--- src/sv/kscl_pkg.sv ---
package kscl_pkg;

    typedef enum logic [2:0] {
        OP_TICK          = 3'd0,
        OP_ENTER_ATTEMPT = 3'd1,
        OP_ENTER_MAIN    = 3'd2,
        OP_ENTER_RESET   = 3'd3,
        OP_CMP_MAIN      = 3'd4,
        OP_CMP_RESET     = 3'd5
    } opcode_t;

    typedef enum logic [1:0] {
        TGT_NONE    = 2'd0,
        TGT_ATTEMPT = 2'd1,
        TGT_MAIN    = 2'd2,
        TGT_RESET   = 2'd3
    } target_t;

    localparam int CHAR_W = 7;
    localparam int TICK_W = 16;
    localparam logic [TICK_W-1:0] DEBOUNCE_RESET = 16'd32;

    localparam logic [CHAR_W-1:0] CHAR_X    = 7'd88;  // 'X'
    localparam logic [CHAR_W-1:0] CHAR_FIVE = 7'd53;  // '5'
    localparam logic [CHAR_W-1:0] CHAR_STAR = 7'd42;  // '*'

    // Key released during a scan tick, handed from the scanner to the code stores.
    typedef struct packed {
        logic              valid;
        logic [CHAR_W-1:0] char_code;
    } key_evt_t;

    typedef struct packed {
        logic              entry_active;
        logic              entry_done;
        logic              compare_valid;
        logic              code_match;
    } code_status_t;

    typedef struct packed {
        logic [3:0]        row_drive;
        key_evt_t          key;
        code_status_t      status;
    } result_t;

    // Rows "123A", "456B", "789C", "*0#D".
    function automatic logic [CHAR_W-1:0] key_map(input logic [1:0] row, input logic [1:0] col);
        logic [CHAR_W-1:0] ch;
        unique case ({row, col})
            4'h0: ch = 7'd49;  // '1'
            4'h1: ch = 7'd50;  // '2'
            4'h2: ch = 7'd51;  // '3'
            4'h3: ch = 7'd65;  // 'A'
            4'h4: ch = 7'd52;  // '4'
            4'h5: ch = 7'd53;  // '5'
            4'h6: ch = 7'd54;  // '6'
            4'h7: ch = 7'd66;  // 'B'
            4'h8: ch = 7'd55;  // '7'
            4'h9: ch = 7'd56;  // '8'
            4'hA: ch = 7'd57;  // '9'
            4'hB: ch = 7'd67;  // 'C'
            4'hC: ch = 7'd42;  // '*'
            4'hD: ch = 7'd48;  // '0'
            4'hE: ch = 7'd35;  // '#'
            4'hF: ch = 7'd68;  // 'D'
            default: ch = 7'd0;
        endcase
        return ch;
    endfunction

endpackage

--- src/sv/kscl_scan.sv ---
module kscl_scan
(
    input  logic                         clk,
    input  logic                         rst_n,
    input  logic                         cfg_we,
    input  logic [kscl_pkg::TICK_W-1:0]  cfg_data,
    input  logic                         go,
    input  logic [2:0]                   opcode,
    input  logic [3:0]                   column_lines,
    output logic [3:0]                   row_drive,
    output kscl_pkg::key_evt_t           key
);

    logic [kscl_pkg::TICK_W-1:0] ticks_reg;
    logic [1:0]                  row_reg, row_next;
    logic                        wait_reg, wait_next;
    logic [1:0]                  col_reg, col_next;
    logic [kscl_pkg::TICK_W-1:0] count_reg, count_next;
    logic                        col_found;
    logic [1:0]                  col_first;

    assign row_drive = ~(4'b0001 << row_reg);

    always_comb
    begin
        col_found = 1'b1;
        col_first = 2'd0;
        priority if (!column_lines[0]) col_first = 2'd0;
        else if (!column_lines[1])     col_first = 2'd1;
        else if (!column_lines[2])     col_first = 2'd2;
        else if (!column_lines[3])     col_first = 2'd3;
        else                           col_found = 1'b0;
    end

    always_comb
    begin
        row_next        = row_reg;
        wait_next       = wait_reg;
        col_next        = col_reg;
        count_next      = count_reg;
        key.valid       = 1'b0;
        key.char_code   = '0;
        if (go && kscl_pkg::opcode_t'(opcode) == kscl_pkg::OP_TICK)
        begin
            if (!wait_reg)
            begin
                if (col_found)
                begin
                    col_next   = col_first;
                    wait_next  = 1'b1;
                    count_next = ticks_reg;
                end
                else
                begin
                    row_next = row_reg + 2'd1;
                end
            end
            else if (count_reg != '0)
            begin
                count_next = count_reg - kscl_pkg::TICK_W'(1);
            end
            else
            begin
                wait_next = 1'b0;
                // Column back high after the wait means the key was released.
                if (column_lines[col_reg])
                begin
                    key.valid     = 1'b1;
                    key.char_code = kscl_pkg::key_map(row_reg, col_reg);
                    row_next      = 2'd0;
                end
                else
                begin
                    row_next = row_reg + 2'd1;
                end
            end
        end
    end

    always_ff @(posedge clk or negedge rst_n)
    begin
        if (!rst_n)
        begin
            ticks_reg <= kscl_pkg::DEBOUNCE_RESET;
            row_reg   <= 2'd0;
            wait_reg  <= 1'b0;
            col_reg   <= 2'd0;
            count_reg <= '0;
        end
        else
        begin
            if (cfg_we)
            begin
                ticks_reg <= cfg_data;
            end
            row_reg   <= row_next;
            wait_reg  <= wait_next;
            col_reg   <= col_next;
            count_reg <= count_next;
        end
    end

endmodule

--- src/sv/kscl_codes.sv ---
module kscl_codes
#(
    parameter int CODE_LENGTH = 4
)
(
    input  logic                     clk,
    input  logic                     rst_n,
    input  logic                     go,
    input  logic [2:0]               opcode,
    input  kscl_pkg::key_evt_t       key,
    output kscl_pkg::code_status_t   status
);

    localparam int PLACE_W = (CODE_LENGTH > 1) ? $clog2(CODE_LENGTH) : 1;
    localparam logic [PLACE_W-1:0] LAST_PLACE = PLACE_W'(CODE_LENGTH - 1);

    logic [kscl_pkg::CHAR_W-1:0] attempt_reg [CODE_LENGTH];
    logic [kscl_pkg::CHAR_W-1:0] main_reg    [CODE_LENGTH];
    logic [kscl_pkg::CHAR_W-1:0] reset_reg   [CODE_LENGTH];

    kscl_pkg::target_t           target_reg, target_next;
    logic [PLACE_W-1:0]          place_reg, place_next;

    logic                        wr_attempt, wr_main, wr_reset;
    logic [PLACE_W-1:0]          wr_idx;
    logic [kscl_pkg::CHAR_W-1:0] wr_data;
    logic                        eq_main, eq_reset;
    kscl_pkg::target_t           wr_target;

    always_comb
    begin
        eq_main  = 1'b1;
        eq_reset = 1'b1;
        for (int k = 0; k < CODE_LENGTH; k++)
        begin
            if (attempt_reg[k] != main_reg[k])  eq_main  = 1'b0;
            if (attempt_reg[k] != reset_reg[k]) eq_reset = 1'b0;
        end
    end

    always_comb
    begin
        target_next          = target_reg;
        place_next           = place_reg;
        wr_target            = kscl_pkg::TGT_NONE;
        wr_idx               = place_reg;
        wr_data              = key.char_code;
        status.entry_done    = 1'b0;
        status.compare_valid = 1'b0;
        status.code_match    = 1'b0;
        if (go)
        begin
            unique case (kscl_pkg::opcode_t'(opcode))
                kscl_pkg::OP_TICK:
                begin
                    if (key.valid && target_reg != kscl_pkg::TGT_NONE)
                    begin
                        wr_target = target_reg;
                        if (place_reg == LAST_PLACE)
                        begin
                            status.entry_done = 1'b1;
                            target_next       = kscl_pkg::TGT_NONE;
                            place_next        = '0;
                        end
                        else
                        begin
                            place_next = place_reg + PLACE_W'(1);
                        end
                    end
                end
                kscl_pkg::OP_ENTER_ATTEMPT, kscl_pkg::OP_ENTER_MAIN,
                kscl_pkg::OP_ENTER_RESET:
                begin
                    // A new entry drops any entry in progress and marks the last place.
                    target_next = kscl_pkg::target_t'(opcode[1:0]);
                    place_next  = '0;
                    wr_target   = kscl_pkg::target_t'(opcode[1:0]);
                    wr_idx      = LAST_PLACE;
                    wr_data     = kscl_pkg::CHAR_X;
                end
                kscl_pkg::OP_CMP_MAIN:
                begin
                    status.compare_valid = 1'b1;
                    status.code_match    = eq_main;
                end
                kscl_pkg::OP_CMP_RESET:
                begin
                    status.compare_valid = 1'b1;
                    status.code_match    = eq_reset;
                end
                default:
                begin
                end
            endcase
        end
        status.entry_active = (target_next != kscl_pkg::TGT_NONE);
    end

    assign wr_attempt = (wr_target == kscl_pkg::TGT_ATTEMPT);
    assign wr_main    = (wr_target == kscl_pkg::TGT_MAIN);
    assign wr_reset   = (wr_target == kscl_pkg::TGT_RESET);

    always_ff @(posedge clk or negedge rst_n)
    begin
        if (!rst_n)
        begin
            target_reg <= kscl_pkg::TGT_NONE;
            place_reg  <= '0;
            for (int k = 0; k < CODE_LENGTH; k++)
            begin
                attempt_reg[k] <= kscl_pkg::CHAR_X;
                main_reg[k]    <= kscl_pkg::CHAR_FIVE;
                reset_reg[k]   <= kscl_pkg::CHAR_STAR;
            end
        end
        else
        begin
            target_reg <= target_next;
            place_reg  <= place_next;
            for (int k = 0; k < CODE_LENGTH; k++)
            begin
                if (wr_idx == PLACE_W'(k))
                begin
                    if (wr_attempt) attempt_reg[k] <= wr_data;
                    if (wr_main)    main_reg[k]    <= wr_data;
                    if (wr_reset)   reset_reg[k]   <= wr_data;
                end
            end
        end
    end

endmodule

--- src/sv/keypad_scan_code_lock_core.sv ---
// Keypad scanner and code lock.
// Input channel (in_valid/in_ready): one beat carries an opcode and the sampled
// column lines. Opcode 0 is a scan tick; 1 to 3 start an entry into the attempt,
// main or reset code store; 4 and 5 compare the attempt with the main or reset
// code. Every input beat yields exactly one output beat (out_valid/out_ready)
// with the row driven during that tick, any released key, and entry and
// compare flags.
// Configuration channel (cfg_valid/cfg_ready): one beat writes the 16-bit
// debounce tick count; cfg_ready is always high. Write it only while no item
// is in flight.
// A beat passes an input register and a result register: its result is on the
// output once it is in the result register. While out_ready stays high, one
// beat per cycle is sustained, because all work for a beat is done
// combinationally between those two registers.
// When the receiver stalls, the held result stays in the result register and
// one more beat waits in the input register; in_ready then drops.
// Reset clears the scanner to the first row, ends any entry, sets the debounce
// count to 32 and loads the stores: attempt all 'X', main all '5', reset all '*'.
module keypad_scan_code_lock_core
#(
    parameter int CODE_LENGTH = 4
)
(
    input  logic        clk,
    input  logic        rst_n,
    input  logic        cfg_valid,
    output logic        cfg_ready,
    input  logic [15:0] cfg_data,
    input  logic        in_valid,
    output logic        in_ready,
    input  logic [2:0]  opcode,
    input  logic [3:0]  column_lines,
    output logic        out_valid,
    input  logic        out_ready,
    output logic [3:0]  row_drive,
    output logic        key_valid,
    output logic [6:0]  key_char,
    output logic        entry_active,
    output logic        entry_done,
    output logic        compare_valid,
    output logic        code_match
);

    logic                   in_valid_reg;
    logic [2:0]             opcode_reg;
    logic [3:0]             cols_reg;
    logic                   out_valid_reg;
    kscl_pkg::result_t      result_reg, result_next;
    logic                   go;
    logic [3:0]             scan_row_drive;
    kscl_pkg::key_evt_t     key;
    kscl_pkg::code_status_t status;

    assign cfg_ready = 1'b1;
    assign go        = in_valid_reg && (!out_valid_reg || out_ready);
    assign in_ready  = !in_valid_reg || go;

    kscl_scan u_scan
    (
        .clk          (clk),
        .rst_n        (rst_n),
        .cfg_we       (cfg_valid),
        .cfg_data     (cfg_data),
        .go           (go),
        .opcode       (opcode_reg),
        .column_lines (cols_reg),
        .row_drive    (scan_row_drive),
        .key          (key)
    );

    kscl_codes #(.CODE_LENGTH(CODE_LENGTH)) u_codes
    (
        .clk    (clk),
        .rst_n  (rst_n),
        .go     (go),
        .opcode (opcode_reg),
        .key    (key),
        .status (status)
    );

    always_comb
    begin
        result_next.row_drive = scan_row_drive;
        result_next.key       = key;
        result_next.status    = status;
    end

    always_ff @(posedge clk or negedge rst_n)
    begin
        if (!rst_n)
        begin
            in_valid_reg  <= 1'b0;
            out_valid_reg <= 1'b0;
        end
        else
        begin
            if (in_ready)
            begin
                in_valid_reg <= in_valid;
            end
            if (go)
            begin
                out_valid_reg <= 1'b1;
            end
            else if (out_ready)
            begin
                out_valid_reg <= 1'b0;
            end
        end
    end

    always_ff @(posedge clk)
    begin
        if (in_ready && in_valid)
        begin
            opcode_reg <= opcode;
            cols_reg   <= column_lines;
        end
        if (go)
        begin
            result_reg <= result_next;
        end
    end

    assign out_valid     = out_valid_reg;
    assign row_drive     = result_reg.row_drive;
    assign key_valid     = result_reg.key.valid;
    assign key_char      = result_reg.key.char_code;
    assign entry_active  = result_reg.status.entry_active;
    assign entry_done    = result_reg.status.entry_done;
    assign compare_valid = result_reg.status.compare_valid;
    assign code_match    = result_reg.status.code_match;

endmodule
--- config.mk ---
export PLATFORM = sky130hd
export DESIGN_NAME = keypad_scan_code_lock_core
export DESIGN_NICKNAME = d
export VERILOG_FILES = /design/src/sv/kscl_pkg.sv /design/src/sv/kscl_scan.sv /design/src/sv/kscl_codes.sv /design/src/sv/keypad_scan_code_lock_core.sv
export SDC_FILE = /design/constraint.sdc
export NUM_CORES = 1
export LEC_CHECK = 0
export BUFFER_PORTS_ARGS = -buffer_cell sky130_fd_sc_hd__buf_2
export CAP_MARGIN = 20
export CORE_MARGIN = 2
export CORE_UTILIZATION = 40
export CTS_BUF_LIST = sky130_fd_sc_hd__clkbuf_4
export DETAILED_ROUTE_END_ITERATION = 10
export SKIP_LAST_GASP = 1
export SLEW_MARGIN = 15
export SYNTH_ARGS = -nofsm -noshare
export SYNTH_HDL_FRONTEND = slang
export SYNTH_SLANG_ARGS = --single-unit
export TNS_END_PERCENT = 1
--- constraint.sdc ---
create_clock -name clk -period 3.3 [get_ports clk]
set_input_delay 0 -clock clk [delete_from_list [all_inputs] [get_ports clk]]
set_output_delay 0 -clock clk [all_outputs]
set_load 0.005 [all_outputs]
==> results of run 1 <==
through the flow:
step                area (um2)  utilization, %  total power [W]
floorplan                 7270               -          0.00325
global placement          7820            43.7          0.00357
detailed placement        7820            43.7          0.00362
CTS                       8520            47.6          0.00482
global route              8540            47.7          0.00508
finish                    8540            47.7          0.00478
worst reg2reg max path: cells and delay by family (launching register included):
kind                   cells  cell delay (ns)
DFF                        1             0.46
muxes                      1             0.39
buffers and inverters      1             0.17
and+or+nand+nor            5             1.80
AOI/OAI and AO/OA          1             0.15
cell usage in the layout (no fill, tap or decap), types with 4 or more instances in the layout:
| master | Yosys | layout |
|---|---|---|
| dlygate4sd3_1 | 0 | 43 |
| mux2i_1 | 5 | 5 |
| a21oi_1 | 24 | 24 |
| dfrtp_1 | 86 | 86 |
| ha_1 | 13 | 13 |
| inv_1 | 18 | 18 |
| or3_1 | 4 | 4 |
| clkinv_2 | 1 | 4 |
| mux2_2 | 101 | 101 |
| xnor2_1 | 26 | 26 |
| nand3_1 | 6 | 6 |
| nor4_1 | 10 | 10 |
| xor2_1 | 31 | 31 |
| buf_2 | 2 | 44 |
| nand2_1 | 28 | 28 |
| nor3_1 | 8 | 8 |
| o21ai_0 | 19 | 19 |
| edfxtp_1 | 23 | 23 |
| and2_1 | 5 | 5 |
| nor2b_1 | 5 | 5 |
| nand2b_1 | 11 | 11 |
| nand4_1 | 12 | 12 |
| buf_4 | 1 | 20 |
| a2bb2oi_1 | 6 | 6 |
| dfstp_2 | 41 | 41 |
| nor2_1 | 22 | 22 |
| o22ai_1 | 5 | 5 |
| clkbuf_4 | 0 | 19 |
routing by layer:
metal	track usage (%)	vias to the layer above
met1	22.8	2468
li1	-	2293
met4	4.57	0
met2	29.2	69
met3	4.39	11
met5	0	-
repair_timing:
item                                    in CTS  in global routing
hold buffers                                43                  0
setup buffers                                0                  2
endpoints found under the setup margin       0                  9
hold endpoints to repair                    87                  0
cells by family (layout without fill, tap and decap cells):
group | count (synthesis) | after routing | share of synthesized area [%]
buf+inv | 44 | 158 | 2.37
other cells | 1 | 2 | 0.0516
fa+ha+maj | 13 | 13 | 2.24
compound gates | 76 | 76 | 6.66
flops | 150 | 150 | 53.9
mux | 109 | 109 | 16.8
xor+xnor | 57 | 57 | 6.86
simple gates | 135 | 135 | 11.1
power by group through the flow:
stage / Clock (W) / Sequential, W / Combinational, W
after detailed placement: 0 / 0.00252 / 0.00111
after global placement: 0 / 0.00250 / 0.00107
after floorplan: 0 / 0.00242 / 0.000831
after global routing: 0.00124 / 0.00254 / 0.00130
final: 0.00113 / 0.00249 / 0.00116
after CTS: 0.00117 / 0.00248 / 0.00116
path summary, 6_finish.rpt:
check | endpoint | slack, ns | cells past startpoint
min | u_scan.ticks_reg[6] | 0.01 | 2
max reg2reg | u_codes.reset_reg[16] | 0.21 | 8
max in group asynchronous | u_codes.main_reg[0] | 2.26 | 3
min reg2reg | u_codes.main_reg[13] | 0.54 | 1
min in group clk | cols_reg[1] | 0.13 | 2
max | u_codes.reset_reg[16] | 0.21 | 8
area by class of cell:
type	instances	area, um2	area share [%]
Sequential cell	150	3920	45.9
Multi-Input combinational cell	391	3190	37.3
Timing Repair Buffer	107	801	9.37
Tap cell	229	287	3.35
Clock buffer	19	143	1.67
Clock inverter	13	131	1.54
Inverter	19	72.6	0.850
Antenna cell	1	2.50	0.0293
==> impl_metrics.json, run 1 <==
{
  "syn_inst": 585,
  "ios": 47,
  "postRouteAntennaNets": 0,
  "vias": 4841,
  "fin_nets": 727,
  "htree_levels": 4,
  "syn2layout_area_growth_pct": 17.4,
  "wl_met2_um": 7870,
  "power_frac_comb_pct": 24.4,
  "p_int_w": 0.00320,
  "worst_ir_drop_vdd_mv": 0.253,
  "ys_seq_area_share_pct": 53.9,
  "die_x_um": 139,
  "p_sw_w": 0.00158,
  "clkPwrFrac_pct": 23.6,
  "first_pass_iters": 5,
  "synth_edf_count": 23,
  "die-area_um2": 19300,
  "nFillCells": 1661,
  "yosys-top-cells-count": "mux2_2 (101), dfrtp_1 (86), dfstp_2 (41)",
  "wl_met1_um": 7430,
  "die_h_um": 139,
  "dp_hpwl_um": 10900,
  "endpoint_kind": "flop",
  "finalHoldViolCount": 0,
  "critPathMaxFanout": 9,
  "yosysTopAreaCell": "dfrtp_1",
  "critical_path.cell_chain": "or4_4 -> nor4_2 -> and2_4 -> nand3_4 -> clkinv_2 -> a22oi_4 -> nor3b_4 -> mux2_2",
  "clkTransAtPathRegs_ns": 0.13,
  "grt_max_degree": 58,
  "grt_pass1_vias": 5108,
  "place_congestion": 0.839,
  "grt_setup_unrepaired": "yes",
  "crit_path_start_kind": "flop",
  "synthMostInstantiatedCell": "mux2_2",
  "path_buf_inv": 1,
  "hold_path.class": "primary input to async pin",
  "cp_top_family": "simple AND/OR/NAND/NOR gates",
  "ctsResizeCount": 0,
  "route.detailed.drc": 0,
  "grt_overflow_total": 0,
  "critPathRequiredTime_ns": 3.75,
  "syn-mean-instance-area_um2": 12.4,
  "cts_buffers": 17,
  "outcome": "completed",
  "seqPwrFrac_pct": 52.0,
  "clock_sinks": 150,
  "synth_top_area_share_pct": 29.6,
  "skew_ns": 0.0208,
  "rows": 49,
  "wl_per_cell_um": 17.2,
  "placed_cells": 851,
  "syn-num-nets": 626,
  "crit_start": "u_scan.count_reg[6]",
  "max-slew-margin-rel_pct": 51.1,
  "synthTopCellsByArea": "dfrtp_1 (30%), mux2_2 (16%), dfstp_2 (15%)",
  "slowest_delay_ns": 0.59,
  "pre_cts_ws_ns": 0.162,
  "grt_antenna_before_repair": 1,
  "cellLeakagePower_nw": 3.86,
  "power_switching_share_pct": 33.0,
  "drt_wl_total_um": 16000,
  "portBuffers": 45,
  "fmaxAchievable_ghz": 0.323,
  "drt-initial-drc-count": 171,
  "drive_gt1_share_pct": 36.1,
  "finalSetupTns_ns": 0,
  "clockRootBuffer": "clkbuf_4",
  "core_area_um2": 17900,
  "final_min_period_over_clock_period_pct": 93.8,
  "dr.max_layer_used": "met4",
  "power.density_nw_per_um2": 560,
  "crit_path_top_delay_cell": "or4_4",
  "async_flop_share_pct": 84.7,
  "ys.warnings.count": 0,
  "critPathKind": "flop to flop",
  "clk_path_buf_depth": 2,
  "cts_tree": "done",
  "start_util_pct": 40.6,
  "holdWs_ns": 0.0137,
  "arrival_ns": 3.54,
  "tightest_slew_ns": 0.733,
  "ys.flop_type": "dfrtp_1",
  "synth_area_um2": 7270,
  "fin_ws_ns": 0.205,
  "instances_no_fill": 929,
  "worstSkewPairLatency_ns": 0.57,
  "synth_seq_cells": 150,
  "maxCapViolCount": 0,
  "grt_usage_pct": 17.4,
  "via_per_inst": 5.21,
  "post-route-min-period_ns": 3.09,
  "setup_viol": 0,
  "wl_met3_um": 526,
  "yosysUniqueCellTypes": 59,
  "slew_violations": 0,
  "reg2reg_from": "u_scan.count_reg[6]",
  "grt_first_pass_wirelength_um": 26500
}
Note: power is estimated with default switching activity, not from simulation.
==> run 2: changes to the inputs <==
--- a/config.mk
+++ b/config.mk
@@ -11,6 +11,8 @@
 export CORE_UTILIZATION = 40
 export CTS_BUF_LIST = sky130_fd_sc_hd__clkbuf_4
 export DETAILED_ROUTE_END_ITERATION = 10
+export SETUP_SLACK_MARGIN = 0.4
+export SKIP_CTS_REPAIR_TIMING = 1
 export SKIP_LAST_GASP = 1
 export SLEW_MARGIN = 15
 export SYNTH_ARGS = -nofsm -noshare
==> run 2 against run 1 <==
Effect of this change:
- cell count increased by 2.0%
- register-to-register slack improved by 0.25 ns
- fmax increased by 8.8%
- first-iteration DRC count increased by 13%
- sequential share of layout area decreased by 0.97 points
- via count increased by 1.7%
- flip-flop and latch count unchanged
- die area unchanged
==> impl_metrics.json, run 2 (synthesis results as in run 1) <==
{
  "outcome": "completed",
  "crit_path_start_kind": "flop",
  "critPathMaxFanout": 8,
  "hold_path.class": "primary input to async pin",
  "multiInputGateArea_um2": 3220,
  "slowest_delay_ns": 0.55,
  "r2r_slack_ns": 0.46,
  "ios": 47,
  "grt_overflow_total": 0,
  "start_util_pct": 40.6,
  "dp_hpwl_um": 10900,
  "clkTransAtPathRegs_ns": 0.13,
  "reg2reg_from": "u_scan.count_reg[14]",
  "grt_usage_pct": 17.0,
  "die_x_um": 139,
  "vias": 4924,
  "portBuffers": 45,
  "wl_per_cell_um": 17.1,
  "layout_commonest_cell": "mux2_2",
  "wl_met1_um": 7470,
  "place_congestion": 0.839,
  "crit_start": "u_scan.count_reg[14]",
  "critPathRequiredTime_ns": 3.75,
  "clockRootBuffer": "clkbuf_4",
  "dr.max_layer_used": "met4",
  "finalSetupTns_ns": 0,
  "clk_path_buf_depth": 2,
  "clock_sinks": 150,
  "fmaxAchievable_ghz": 0.352,
  "core_area_um2": 17900,
  "htree_levels": 4,
  "slew_violations": 0,
  "rr_worst_depth": 9,
  "via_per_inst": 5.19,
  "drive_gt1_share_pct": 38.6,
  "nFillCells": 1643,
  "rows": 49,
  "first_pass_iters": 4,
  "drt_wl_total_um": 16200,
  "wl_met3_um": 524,
  "grt_max_degree": 58,
  "grt_setup_unrepaired": "yes",
  "finalHoldViolCount": 0,
  "post-route-min-period_ns": 2.84,
  "cellLeakagePower_nw": 3.95,
  "critPathKind": "flop to flop",
  "crit_path_top_delay_cell": "or4_4",
  "drt-initial-drc-count": 194,
  "setup_viol": 0,
  "die-area_um2": 19300,
  "skew_ns": 0.0206,
  "cts_buffers": 17,
  "grt_first_pass_wirelength_um": 25800,
  "cts_tree": "done",
  "postRouteAntennaNets": 0,
  "final_min_period_over_clock_period_pct": 86.2,
  "crit_path_end": "u_codes.attempt_reg[7]",
  "worstSkewPairLatency_ns": 0.56,
  "die_h_um": 139,
  "r2r-end": "u_codes.attempt_reg[7]",
  "endpoint_kind": "flop",
  "wl_met2_um": 7990,
  "maxCapViolCount": 0,
  "grt_antenna_before_repair": 1,
  "arrival_ns": 3.29,
  "grt_pass1_vias": 4906,
  "worst_ir_drop_vdd_mv": 0.271,
  "seq_area_um2": 3920,
  "route.detailed.drc": 0,
  "syn2layout_area_growth_pct": 20.1,
  "total_power_w": 0.00487,
  "fin_nets": 746,
  "layout_common_cells": "mux2_2 (101), dfrtp_1 (83), buf_2 (44)",
  "max-slew-margin-rel_pct": 51.6,
  "power.density_nw_per_um2": 557,
  "tightest_slew_ns": 0.725,
  "critical_path.cell_chain": "or4_4 -> nor4_4 -> and2_4 -> nand3_4 -> inv_6 -> a22oi_4 -> nor4b_4 -> buf_4 -> mux2_2"
}
-- run 2: cell count changes in the layout (fill, tap and decap cells not counted), sizes merged --
| cell | before | now |
|---|---|---|
| buf | 64 | 82 |
| a22oi | 2 | 3 |
| clkinv | 6 | 5 |
| inv | 21 | 22 |
-- run 2: area by class of cell --
class	instances	share of cell area (%)
antenna	1	0.0286
clock buffer	19	1.63
clock inverter	13	1.50
inverter	19	0.874
multi-input combinational	392	36.9
sequential	150	44.9
tap	229	3.28
timing repair buffer	125	10.9
-- run 2: critical path, delay by kind of cell (launching register included) --
kind,cells,cell delay [ns]
AOI/OAI and AO/OA,1,0.12
DFF,1,0.42
and+or+nand+nor,5,1.53
buffers and inverters,2,0.33
muxes,1,0.33
-- run 2: metrics by stage --
stage	hold slack, ns	util (%)	std cells	instance area [um2]	setup slack [ns]
global placement	0.100	43.7	851	7820	0.202
floorplan	-0.296	-	585	7270	0.606
global route	0.0406	48.8	948	8730	0.337
detailed placement	0.106	43.7	851	7820	0.162
CTS	-0.535	45.2	883	8090	0.128
finish	0.0165	48.8	948	8730	0.457
-- run 2: how the worst min path moves through the flow --
stage           from             endpoint  depth (start not counted)
3_5_place_dp   rst_n  u_scan.ticks_reg[6]                          1
3_3_place_gp   rst_n  u_scan.ticks_reg[8]                          1
2_1_floorplan  rst_n         in_valid_reg                          0
5_1_grt        rst_n  u_scan.ticks_reg[8]                          2
4_1_cts        rst_n  u_scan.ticks_reg[8]                          1
6_report       rst_n  u_scan.ticks_reg[6]                          2
-- run 2: per-layer routing --
layer / up-vias / track usage, %
li1: 2344 / -
met1: 2484 / 22.4
met2: 77 / 28.2
met3: 19 / 4.35
met4: 0 / 4.31
met5: - / 0
-- run 2: power by group --
group / internal [W] / switching [W]
Sequential: 0.00219 / 0.000297
Clock: 0.000463 / 0.000666
Combinational: 0.000605 / 0.000645
==> run 3: changes to the inputs <==
==> constraint.sdc (replaced) <==
create_clock -name clk -period 2.6 [get_ports clk]
set_input_delay 0 -clock clk [delete_from_list [all_inputs] [get_ports clk]]
set_output_delay 0 -clock clk [all_outputs]
set_load 0.005 [all_outputs]
==> run 3 against run 2 <==
Effect of this change:
- the run now ends with negative setup slack left
- via count up 0.79%
- power up 29%
- final area grew 1.7%
- register-to-register slack got worse by 0.52 ns
- critical path depth unchanged
- core utilization increased by 0.81 points
- highest routed layer unchanged
==> impl_metrics.json, run 3 (synthesis results as in run 1) <==
{
  "dp_hpwl_um": 10900,
  "slew_violations": 0,
  "rows": 49,
  "maxCapViolCount": 0,
  "die_x_um": 139,
  "skew_ns": 0.0211,
  "layout_commonest_cell": "mux2_2",
  "clock_sinks": 150,
  "finalHoldViolCount": 0,
  "grt_antenna_before_repair": 1,
  "drt-initial-drc-count": 279,
  "hold_path.class": "primary input to async pin",
  "clockRootBuffer": "clkbuf_4",
  "slowest_delay_ns": 0.54,
  "worst_ir_drop_vdd_mv": 0.348,
  "clk_path_buf_depth": 2,
  "critPathRequiredTime_ns": 3.04,
  "seqPwrFrac_pct": 49.3,
  "fin_nets": 750,
  "cts_buffers": 17,
  "cts_tree": "done",
  "drive_gt1_share_pct": 38.5,
  "syn2layout_area_growth_pct": 22.1,
  "power_switching_share_pct": 31.4,
  "p_int_w": 0.00432,
  "crit_start": "u_scan.count_reg[12]",
  "die-area_um2": 19300,
  "cellLeakagePower_nw": 4.03,
  "crit_path_top_delay_cell": "or4_4",
  "final_min_period_over_clock_period_pct": 102,
  "fmaxAchievable_ghz": 0.376,
  "place_congestion": 0.826,
  "clkTransAtPathRegs_ns": 0.12,
  "outcome": "finished with violations",
  "critPathMaxFanout": 7,
  "ios": 47,
  "post-route-min-period_ns": 2.66,
  "critPathKind": "flop to flop",
  "core_area_um2": 17900,
  "start_util_pct": 40.6,
  "route.detailed.drc": 0,
  "tightest_slew_ns": 0.716,
  "crit_path_start_kind": "flop",
  "grt_first_pass_wirelength_um": 26000,
  "grt_max_degree": 128,
  "drt_wl_total_um": 16000,
  "portBuffers": 45,
  "die_h_um": 139,
  "grt_setup_unrepaired": "yes",
  "pre_cts_ws_ns": -0.0554,
  "grt_pass1_vias": 5034,
  "critical_path.cell_chain": "or4_4 -> nor4_4 -> and2_4 -> nand3_4 -> clkinv_4 -> a22oi_4 -> nor4b_4 -> buf_6 -> mux2_4",
  "fin_ws_ns": -0.0614,
  "grt_overflow_total": 0,
  "arrival_ns": 3.10,
  "postRouteAntennaNets": 0,
  "p_sw_w": 0.00198,
  "violations": "negative setup slack",
  "reg2reg_from": "u_scan.count_reg[12]",
  "layout_common_cells": "mux2_2 (97), dfrtp_1 (86), buf_2 (44)",
  "power.density_nw_per_um2": 709,
  "power_frac_comb_pct": 26.6,
  "grt_usage_pct": 17.1,
  "max-slew-margin-rel_pct": 52.3,
  "nFillCells": 1574,
  "htree_levels": 4,
  "wl_per_cell_um": 16.8,
  "setup_viol": 15,
  "first_pass_iters": 5,
  "via_per_inst": 5.21,
  "total_power_w": 0.00629,
  "worstSkewPairLatency_ns": 0.56,
  "vias": 4963,
  "endpoint_kind": "flop",
  "clkPwrFrac_pct": 24.2
}
run 3: path summary, 6_finish.rpt:
kind                                                end  slack [ns]  cells past startpoint
min in group clk                            cols_reg[1]        0.15                      2
worst min register to register     u_codes.reset_reg[2]        0.54                      1
worst max register to register   u_codes.attempt_reg[9]       -0.06                      9
worst max-delay path             u_codes.attempt_reg[9]       -0.06                      9
worst min-delay path                u_scan.ticks_reg[7]        0.02                      3
max in group asynchronous       u_codes.attempt_reg[14]        2.00                      3
run 3: final cells by class:
class                           instances  area [um2]  share of cell area, %
Clock inverter                          9         126                   1.42
Clock buffer                           23         173                   1.94
Inverter                               19        76.3                  0.860
Timing Repair Buffer                  129        1060                   11.9
Antenna cell                            1        2.50                 0.0282
Tap cell                              229         287                   3.23
Sequential cell                       150        3920                   44.1
Multi-Input combinational cell        392        3240                   36.5
run 3: worst max-delay path: cells and delay by family (launching register included):
kind                   cells  cell delay [ns]
AO/OA/AOI/OAI              1             0.12
buffers and inverters      2             0.28
flip-flops                 1             0.41
multiplexers               1             0.30
AND/OR/NAND/NOR            5             1.42
run 3: per-layer routing:
layer	vias to the layer above	track usage [%]	wire length [um]
li1	2335	-	-
met1	2516	22.2	7210
met2	86	28.2	7950
met3	26	4.45	591
met4	0	5.64	296
met5	-	0	0
run 3: power by group through the flow:
stage	clock network (W)	logic [W]	registers (W)
6_report	0.00152	0.00167	0.00310
4_1_cts	0.00157	0.00160	0.00310
3_3_place_gp	0	0.00155	0.00311
2_1_floorplan	0	0.00106	0.00308
5_1_grt	0.00167	0.00187	0.00315
3_5_place_dp	0	0.00159	0.00314
run 3: through the flow:
| step | TNS, ns | hold WS, ns | std cells | instance area (um2) | utilization (%) |
|---|---|---|---|---|---|
| detailed placement | -0.268 | 0.160 | 873 | 8090 | 45.2 |
| global placement | -0.0325 | 0.147 | 873 | 8090 | 45.2 |
| floorplan | -0.224 | -0.296 | 585 | 7290 | - |
| CTS | -1.16 | -0.483 | 905 | 8380 | 46.8 |
| global route | -2.80 | 0.0427 | 952 | 8880 | 49.6 |
| finish | -0.365 | 0.0188 | 952 | 8880 | 49.6 |
